==> src/hw/rtl/aavr_pkg.sv <==
// Shared types and constants for the axis-angle vector rotation unit.
// No dependencies; imported by every module of the block.
package aavr_pkg;

    localparam int COMPONENT_WIDTH  = 16;
    localparam int FRAC_BITS        = COMPONENT_WIDTH - 2;
    localparam int ANGLE_WIDTH      = 16;
    localparam int SINE_TABLE_DEPTH = 1024;

    // one full turn and one quarter turn in 1/64 degree
    localparam int TURN    = 23040;
    localparam int QUARTER = 5760;
    localparam int PHASE_W = 15;

    // quarter-wave sine table entries, Q2.15, 0..32768
    localparam int SIN_W   = 17;
    localparam int SIN_ONE = 32768;
    localparam logic [63:0] HALF_PI_Q30 = 64'd1686629713;

    // reciprocal of QUARTER for the table index division
    localparam int RECIP_SHIFT = 26;
    localparam int RECIP_MULT  = (1 << RECIP_SHIFT) / QUARTER;

    typedef logic signed [COMPONENT_WIDTH-1:0] comp_t;
    typedef logic signed [COMPONENT_WIDTH:0]   mid_t;

    typedef struct packed {
        comp_t                         axis_x;
        comp_t                         axis_y;
        comp_t                         axis_z;
        comp_t                         vec_x;
        comp_t                         vec_y;
        comp_t                         vec_z;
        logic signed [ANGLE_WIDTH-1:0] angle_deg;
    } in_t;

    typedef struct packed {
        comp_t rot_x;
        comp_t rot_y;
        comp_t rot_z;
    } out_t;

    // quadrant signs of the sine and cosine lookups
    typedef struct packed {
        logic neg_sin;
        logic neg_cos;
    } sine_sign_t;

endpackage

==> src/hw/rtl/aavr_phase_gen.sv <==
// Angle reduction and sine/cosine table addressing, four register stages.
// Depends on aavr_pkg.
module aavr_phase_gen #(
    parameter int SINE_TABLE_DEPTH = aavr_pkg::SINE_TABLE_DEPTH
) (
    input  logic                                    clk,
    input  logic                                    en,
    input  logic signed [aavr_pkg::ANGLE_WIDTH-1:0] angle,
    output logic [$clog2(SINE_TABLE_DEPTH+1)-1:0]   idx_sin,
    output logic [$clog2(SINE_TABLE_DEPTH+1)-1:0]   idx_cos,
    output aavr_pkg::sine_sign_t                    sign
);
    import aavr_pkg::*;

    localparam int IDX_W  = $clog2(SINE_TABLE_DEPTH + 1);
    localparam int R_W    = $clog2(QUARTER);
    localparam int NUM_W  = $clog2(QUARTER * SINE_TABLE_DEPTH + QUARTER / 2 + 1);
    localparam int PROD_W = NUM_W + $clog2(RECIP_MULT + 1);
    localparam int AW     = ANGLE_WIDTH + 1;

    localparam logic signed [AW-1:0] TURN_A  = AW'(TURN);
    localparam logic [PHASE_W:0]     TURN_P  = (PHASE_W + 1)'(TURN);
    localparam logic [PHASE_W:0]     QUART_P = (PHASE_W + 1)'(QUARTER);

    // stage 1: phase in [0, TURN) for sine (0) and cosine (1)
    logic [PHASE_W-1:0] ph_reg [2];
    // stage 2
    logic [NUM_W-1:0]   num2_reg [2];
    logic [1:0]         q2_reg   [2];
    // stage 3
    logic [NUM_W-1:0]   num3_reg [2];
    logic [1:0]         q3_reg   [2];
    logic [IDX_W-1:0]   qe_reg   [2];
    // stage 4
    logic [IDX_W-1:0]   idx_reg  [2];
    logic               neg_reg  [2];

    logic signed [AW-1:0] a_ext;
    logic signed [AW-1:0] a_wrap;
    logic [PHASE_W:0]     pc_sum;
    logic [PHASE_W-1:0]   ph_next [2];

    always_comb
    begin
        a_ext = AW'(angle);
        if (a_ext < 0)
        begin
            a_wrap = a_ext + TURN_A;
            if (a_wrap < 0)
                a_wrap = a_wrap + TURN_A;
        end
        else if (a_ext >= TURN_A)
            a_wrap = a_ext - TURN_A;
        else
            a_wrap = a_ext;
        ph_next[0] = a_wrap[PHASE_W-1:0];
        pc_sum = {1'b0, ph_next[0]} + QUART_P;
        if (pc_sum >= TURN_P)
            ph_next[1] = PHASE_W'(pc_sum - TURN_P);
        else
            ph_next[1] = pc_sum[PHASE_W-1:0];
    end

    logic [R_W-1:0]      r_next   [2];
    logic [1:0]          q_next   [2];
    logic [NUM_W-1:0]    num_next [2];
    logic [PROD_W-1:0]   prod     [2];
    logic [NUM_W-1:0]    back     [2];
    logic [NUM_W-1:0]    rem      [2];
    logic [IDX_W-1:0]    idx_next [2];

    always_comb
    begin
        for (int k = 0; k < 2; k++)
        begin
            // quadrant and offset within it
            if (ph_reg[k] < PHASE_W'(QUARTER))
            begin
                q_next[k] = 2'd0;
                r_next[k] = R_W'(ph_reg[k]);
            end
            else if (ph_reg[k] < PHASE_W'(2 * QUARTER))
            begin
                q_next[k] = 2'd1;
                r_next[k] = R_W'(ph_reg[k] - PHASE_W'(QUARTER));
            end
            else if (ph_reg[k] < PHASE_W'(3 * QUARTER))
            begin
                q_next[k] = 2'd2;
                r_next[k] = R_W'(ph_reg[k] - PHASE_W'(2 * QUARTER));
            end
            else
            begin
                q_next[k] = 2'd3;
                r_next[k] = R_W'(ph_reg[k] - PHASE_W'(3 * QUARTER));
            end
            num_next[k] = NUM_W'(r_next[k]) * NUM_W'(SINE_TABLE_DEPTH)
                          + NUM_W'(QUARTER / 2);

            // quotient estimate, low by at most one
            prod[k] = PROD_W'(num2_reg[k]) * PROD_W'(RECIP_MULT);

            // correction and mirror for odd quadrants
            back[k] = NUM_W'(qe_reg[k]) * NUM_W'(QUARTER);
            rem[k]  = num3_reg[k] - back[k];
            if (rem[k] >= NUM_W'(QUARTER))
                idx_next[k] = qe_reg[k] + IDX_W'(1);
            else
                idx_next[k] = qe_reg[k];
            if (q3_reg[k][0])
                idx_next[k] = IDX_W'(SINE_TABLE_DEPTH) - idx_next[k];
        end
    end

    always_ff @(posedge clk)
    begin
        if (en)
        begin
            for (int k = 0; k < 2; k++)
            begin
                ph_reg[k]   <= ph_next[k];
                num2_reg[k] <= num_next[k];
                q2_reg[k]   <= q_next[k];
                num3_reg[k] <= num2_reg[k];
                q3_reg[k]   <= q2_reg[k];
                qe_reg[k]   <= IDX_W'(prod[k] >> RECIP_SHIFT);
                idx_reg[k]  <= idx_next[k];
                neg_reg[k]  <= q3_reg[k][1];
            end
        end
    end

    assign idx_sin      = idx_reg[0];
    assign idx_cos      = idx_reg[1];
    assign sign.neg_sin = neg_reg[0];
    assign sign.neg_cos = neg_reg[1];

endmodule

==> config.mk <==
export PLATFORM = sky130hd
export DESIGN_NAME = aavr_phase_gen
export DESIGN_NICKNAME = d
export VERILOG_FILES = /design/src/hw/rtl/aavr_pkg.sv /design/src/hw/rtl/aavr_phase_gen.sv
export SDC_FILE = /design/constraint.sdc
export NUM_CORES = 1
export LEC_CHECK = 0
export BUFFER_PORTS_ARGS = -buffer_cell sky130_fd_sc_hd__clkbuf_2
export CORE_MARGIN = 3
export CORE_UTILIZATION = 67
export CTS_CLUSTER_DIAMETER = 50
export CTS_CLUSTER_SIZE = 8
export DETAILED_ROUTE_END_ITERATION = 10
export GPL_TIMING_DRIVEN = 0
export PLACE_DENSITY = 0.9
export SYNTH_ARGS = -nofsm -noshare
export SYNTH_HDL_FRONTEND = slang
export SYNTH_SLANG_ARGS = --single-unit
==> constraint.sdc <==
create_clock -name clk -period 16.6 [get_ports clk]
set_input_delay 0.83 -clock clk [delete_from_list [all_inputs] [get_ports clk]]
set_output_delay 0.83 -clock clk [all_outputs]
set_load 0.1 [all_outputs]
==> results.toml, run 1 <==
[clock_tree]
numCtsBuffers = 17
htree_levels = 4
cts.sink_count = 115
ctsResizeCount = 0
postCtsSetupRepairBufs = 0
cts.clk_slew.worst_paths_ps = 50
hold_buffers = 0
cts_tree = "yes"
clk_path_buf_depth = 2
cts_root_buffer = "clkbuf_16"
clk_latency_ps = 430

[sta]
fin_skew_ps = 12.9
tns_ps = 0
min_period_ps = 7600
slew_viol_final = 0
setup_viol = 0
timing.final.ws_setup_ps = 9000
hold_violations = 0
finalCritPeriodShare_pct = 45.8
worstMarginPinSlew_ps = 942
relSlewSlack_pct = 37.2
grt_setup_unrepaired = "false"
max_freq_ghz = 0.132

[worst_setup_path]
crit_type = "reg2reg"
cp.arrival_ps = 7770
cp_max_fo = 11
startpoint_type = "flop"
critPathLaunch = "qe_reg[0][12]"
reg2reg_to = "idx_reg[0][21]"
r2r_start = "qe_reg[0][12]"
r2r_cells = 30
cp_common_cell = "ha_1"
ff2ff_setup_slack_ps = 9000
critPathMaxStageDelay_ps = 590
cp-end-kind = "flop"
cp.required_ps = 16770
cpMaxStageDelayCell = "edfxtp_1"

[floorplan]
dieArea_um2 = 23500
io-pin-count = 42
start_util_pct = 68.6
fp.dieW_um = 153
core_area_um2 = 21200
rows = 53
die_h_um = 153

[detailed_routing]
first_pass_iters = 7
finalWirelength_mm = 30.8
wire_per_inst_um = 16.6
via_per_inst = 6.02
vias = 11133
drc_errors = 0
drtAntennaViolNets = 0
drt_iter0_markers = 666

[synth]
synth-seq-cells = 115
synthesis.area_um2 = 14500
postSynth.asyncResetShare_pct = 0
synth_seq_area_share_pct = 23.8
synth.distinct_cells = 80
synth_nets = 1869
synth_edf_count = 115
ys_warn_count = 0
avgSynthCellArea_um2 = 9.65
synthFlopType = "edfxtp_1"
syn-instance-count = 1504

[global_route]
antenna_found_initial = 0
grt_pass1_vias = 11269
grt_overflow = 0
grtUsageTotal_pct = 26.5
grt_max_degree = 116
grt_pass1_wl_mm = 51.8

[worst_hold_path]
whs_path_depth = 0
min_from = "q3_reg[0][1]"
holdPathEnd = "neg_reg[0][0]"
hp-class = "reg2reg"

[layout]
diodes = 0
utilization_pct = 73.7
design_area_um2 = 15600
finalNetCount = 1927
syn_to_final_growth_pct = 7.43
largest_reg_flops = 23
fillers = 1402
layout_commonest_cell = "ha_1"
final_cell_mix = "ha_1, inv_1, edfxtp_1"
drive_above_1_share_pct = 5.97

[placement]
placed_area_um2 = 15100
routabilityCongestion = 0.916
pre_cts_ws_ps = 9080
portBuffers = 39
dp_hpwl_mm = 23.9

[status]
status = "completed"

[flow_run]
max_cap_viol_count = 0
==> cells by family (layout without fill, tap and decap cells) <==
logic type      Yosys count  count (layout)  share of synthesized area (%)
buf+inv                 269             340                           6.98
compound gates          290             290                           13.6
flops                   115             115                           23.8
simple gates            336             336                           11.8
mux                       8               8                          0.569
xor+xnor                139             139                           8.38
fa+ha+maj               347             347                           35.0
==> synthesized netlist by cell type (3+ instances only) <==
| master | instances | area share, % |
|---|---|---|
| xnor2_1 | 86 | 5.2 |
| o211ai_1 | 8 | 0.41 |
| a311oi_1 | 5 | 0.30 |
| o21bai_1 | 6 | 0.31 |
| and3b_1 | 3 | 0.18 |
| a211o_1 | 8 | 0.48 |
| nor4_1 | 10 | 0.43 |
| a31oi_1 | 12 | 0.52 |
| xor2_1 | 53 | 3.2 |
| a221oi_1 | 4 | 0.24 |
| a21o_1 | 26 | 1.3 |
| nor2_1 | 75 | 1.9 |
| a21boi_0 | 5 | 0.26 |
| or4_1 | 5 | 0.26 |
| and3_1 | 14 | 0.60 |
| buf_2 | 3 | 0.10 |
| a211oi_1 | 9 | 0.47 |
| and2_1 | 5 | 0.22 |
| or3_1 | 11 | 0.47 |
| nand3_1 | 29 | 1.0 |
| nand4_1 | 13 | 0.56 |
| mux2i_1 | 6 | 0.41 |
| ha_1 | 249 | 21 |
| o22ai_1 | 6 | 0.26 |
| o21ai_0 | 58 | 2.0 |
| a21oi_1 | 69 | 2.4 |
| o31ai_1 | 7 | 0.36 |
| fa_1 | 98 | 14 |
| or2_2 | 10 | 0.43 |
| o311ai_0 | 6 | 0.36 |
| o211a_1 | 3 | 0.21 |
| inv_1 | 243 | 6.3 |
| a311o_1 | 3 | 0.21 |
| nand2_1 | 76 | 2.0 |
| o21a_1 | 18 | 0.93 |
| clkbuf_1 | 17 | 0.44 |
| a22oi_1 | 3 | 0.16 |
| buf_1 | 5 | 0.13 |
| edfxtp_1 | 115 | 24 |
| nor3_1 | 40 | 1.4 |
| nand2b_1 | 11 | 0.47 |
| a32oi_1 | 3 | 0.18 |
| nor2b_1 | 14 | 0.60 |
| nand3b_1 | 3 | 0.16 |
==> worst max-delay path by stage <==
stage                           to  slack [ps]  cells after the start
detailed placement  idx_reg[0][21]        9080                     30
CTS                 idx_reg[0][21]        9060                     30
floorplan           idx_reg[0][21]        9830                     30
global route        idx_reg[0][21]        8510                     31
finish              idx_reg[0][21]        9000                     30
global placement    idx_reg[0][21]        9160                     31
==> critical path: cells and delay by family (launching register included) <==
family	cells	cell delay, ps
compound gates	11	2470
buf+inv	6	690
xor+xnor	3	400
fa+ha+maj	6	2170
simple gates	4	1020
flops	1	590
==> cell type report <==
| cell class | instances | area, µm² | area share, % |
|---|---|---|---|
| Timing Repair Buffer | 39 | 204 | 1.31 |
| Sequential cell | 115 | 3450 | 22.1 |
| Clock inverter | 10 | 86.3 | 0.553 |
| Clock buffer | 22 | 444 | 2.85 |
| Tap cell | 275 | 344 | 2.21 |
| Multi-Input combinational cell | 1120 | 10100 | 64.5 |
| Buffer | 25 | 97.6 | 0.626 |
| Inverter | 244 | 916 | 5.87 |
==> per-stage QoR <==
step,cells,hold WS (ps)
after floorplan,1504,400
after global placement,1818,402
after detailed placement,1818,406
after CTS,1850,420
after global routing,1850,435
final,1850,418
==> layer usage <==
| metal | track usage [%] | routed length, µm | vias up | part of all wire [%] |
|---|---|---|---|---|
| li1 | - | - | 5393 | - |
| met1 | 32.8 | 12900 | 5361 | 42 |
| met2 | 48.7 | 15900 | 319 | 52 |
| met3 | 2.97 | 1380 | 60 | 4.5 |
| met4 | 8.06 | 576 | 0 | 1.9 |
| met5 | 0 | 0 | - | 0 |
Power of run 1 is not shown: default switching activity piles up to over one toggle a cycle in this logic, so the estimate is an artifact.
==> inputs of run 2 (changes only) <==
--- a/config.mk
+++ b/config.mk
@@ -7,12 +7,12 @@
 export LEC_CHECK = 0
 export BUFFER_PORTS_ARGS = -buffer_cell sky130_fd_sc_hd__clkbuf_2
 export CORE_MARGIN = 3
-export CORE_UTILIZATION = 67
+export CORE_UTILIZATION = 65
 export CTS_CLUSTER_DIAMETER = 50
 export CTS_CLUSTER_SIZE = 8
 export DETAILED_ROUTE_END_ITERATION = 10
 export GPL_TIMING_DRIVEN = 0
-export PLACE_DENSITY = 0.9
+export PLACE_DENSITY = 0.88
 export SYNTH_ARGS = -nofsm -noshare
 export SYNTH_HDL_FRONTEND = slang
 export SYNTH_SLANG_ARGS = --single-unit
==> constraint.sdc (replaced) <==
create_clock -name clk -period 7.4 [get_ports clk]
set_input_delay 0.37 -clock clk [delete_from_list [all_inputs] [get_ports clk]]
set_output_delay 0.37 -clock clk [all_outputs]
set_load 0.1 [all_outputs]
==> results.toml, run 2 (same netlist as run 1, synthesis figures left out) <==
[sta]
grt_setup_unrepaired = "false"
setup_viol = 0
max_freq_ghz = 0.142
relSlewSlack_pct = 38.1
hold_violations = 0
min_period_ps = 7070
finalCritPeriodShare_pct = 95.5
fin_skew_ps = 14.3
slew_viol_final = 0
worstMarginPinSlew_ps = 929

[floorplan]
die_h_um = 155
start_util_pct = 66.3
io-pin-count = 42
dieArea_um2 = 24200
rows = 54
core_area_um2 = 21900
fp.dieW_um = 155

[clock_tree]
cts.sink_count = 115
cts_root_buffer = "clkbuf_16"
cts_tree = "yes"
cts.clk_slew.worst_paths_ps = 70
clk_path_buf_depth = 2
hold_buffers = 0
clk_latency_ps = 430
htree_levels = 4
numCtsBuffers = 17

[worst_hold_path]
hp-class = "in2reg"
holdPathEnd = "ph_reg[0][21]"
whs_path_depth = 1
min_from = "angle[6]"

[worst_setup_path]
cp-end-kind = "flop"
r2r_cells = 31
cp.required_ps = 7570
reg2reg_to = "idx_reg[0][19]"
critPathMaxStageDelay_ps = 570
r2r_start = "qe_reg[0][13]"
startpoint_type = "flop"
cpMaxStageDelayCell = "or4_4"
cp.arrival_ps = 7240
cp_max_fo = 19
crit_type = "reg2reg"
cp_common_cell = "inv_1"
ff2ff_setup_slack_ps = 330

[layout]
utilization_pct = 72.1
final_cell_mix = "ha_1, inv_1, edfxtp_1"
finalNetCount = 1938
diodes = 0
drive_above_1_share_pct = 7.51
syn_to_final_growth_pct = 8.63
largest_reg_flops = 23
design_area_um2 = 15800
layout_commonest_cell = "ha_1"

[detailed_routing]
vias = 11242
drtAntennaViolNets = 0
first_pass_iters = 5
route.top_layer_used = "met4"
via_per_inst = 6.03
wl_met1_mm = 12.6
wire_per_inst_um = 16.5
wl_met2_mm = 15.8
routed-wl-met3_mm = 1.58
drc_errors = 0
drt_iter0_markers = 472
finalWirelength_mm = 30.8

[status]
status = "completed"

[placement]
routabilityCongestion = 0.908
dp_hpwl_mm = 23.6
placed_area_um2 = 15100
portBuffers = 39

[flow_run]
max_cap_viol_count = 0

[global_route]
grt_overflow = 0
grt_pass1_vias = 11519
antenna_found_initial = 0
grt_max_degree = 116
grtUsageTotal_pct = 26.0
grt_pass1_wl_mm = 51.9
## run 2: cell count changes in the layout (fill, tap and decap cells not counted), moves of 2 or more
cell,before,now
buf_4,0,13
clkbuf_1,22,18
buf_2,3,0
ha_1,249,246
o21ai_0,58,55
ha_4,0,2
inv_6,0,2
o21ai_1,2,4
## run 2: worst max-delay path by stage
stage	end	slack, ps	startpoint
after CTS	idx_reg[0][19]	110	qe_reg[0][14]
after global routing	idx_reg[0][21]	4	qe_reg[0][14]
after global placement	idx_reg[0][21]	-50	qe_reg[0][12]
after detailed placement	idx_reg[0][19]	-150	qe_reg[0][12]
after floorplan	idx_reg[0][21]	630	qe_reg[0][12]
final	idx_reg[0][19]	330	qe_reg[0][13]
## run 2: metrics by stage
stage	setup TNS (ps)	hold WS, ps	cells	worst slack [ps]
floorplan	0	400	1504	628
global placement	-58.7	402	1823	-47.8
detailed placement	-310	407	1823	-146
CTS	0	122	1858	114
global route	0	131	1865	4.15
finish	0	136	1865	334
## run 2: timing repair
item / 4_1_cts / 5_1_grt
buffers inserted: 4 / 8
pin swaps: 2 / 3
setup endpoints to repair: 3 / 11
resized for setup: 2 / 16
## run 2: worst max-delay path, delay by kind of cell, from the launching register on
family	cells	cell delay (ps)
flops	1	470
compound gates	10	2100
fa+ha+maj	7	2080
xor+xnor	3	510
simple gates	5	1110
buf+inv	6	540
## run 2: layout make-up
type	instances	area [µm²]
Buffer	24	97.6
Fill cell	1514	6120
Inverter	244	916
Clock inverter	13	113
Multi-Input combinational cell	1120	10100
Sequential cell	115	3450
Timing Repair Buffer	51	294
Clock buffer	18	429
Tap cell	280	350
## run 2: per-layer routing
metal | vias up | track usage, %
met1 | 5378 | 31.3
met4 | 0 | 8.88
met5 | - | 0
met3 | 85 | 3.78
li1 | 5409 | -
met2 | 370 | 47.4
Power of run 2 is left out for the same reason.
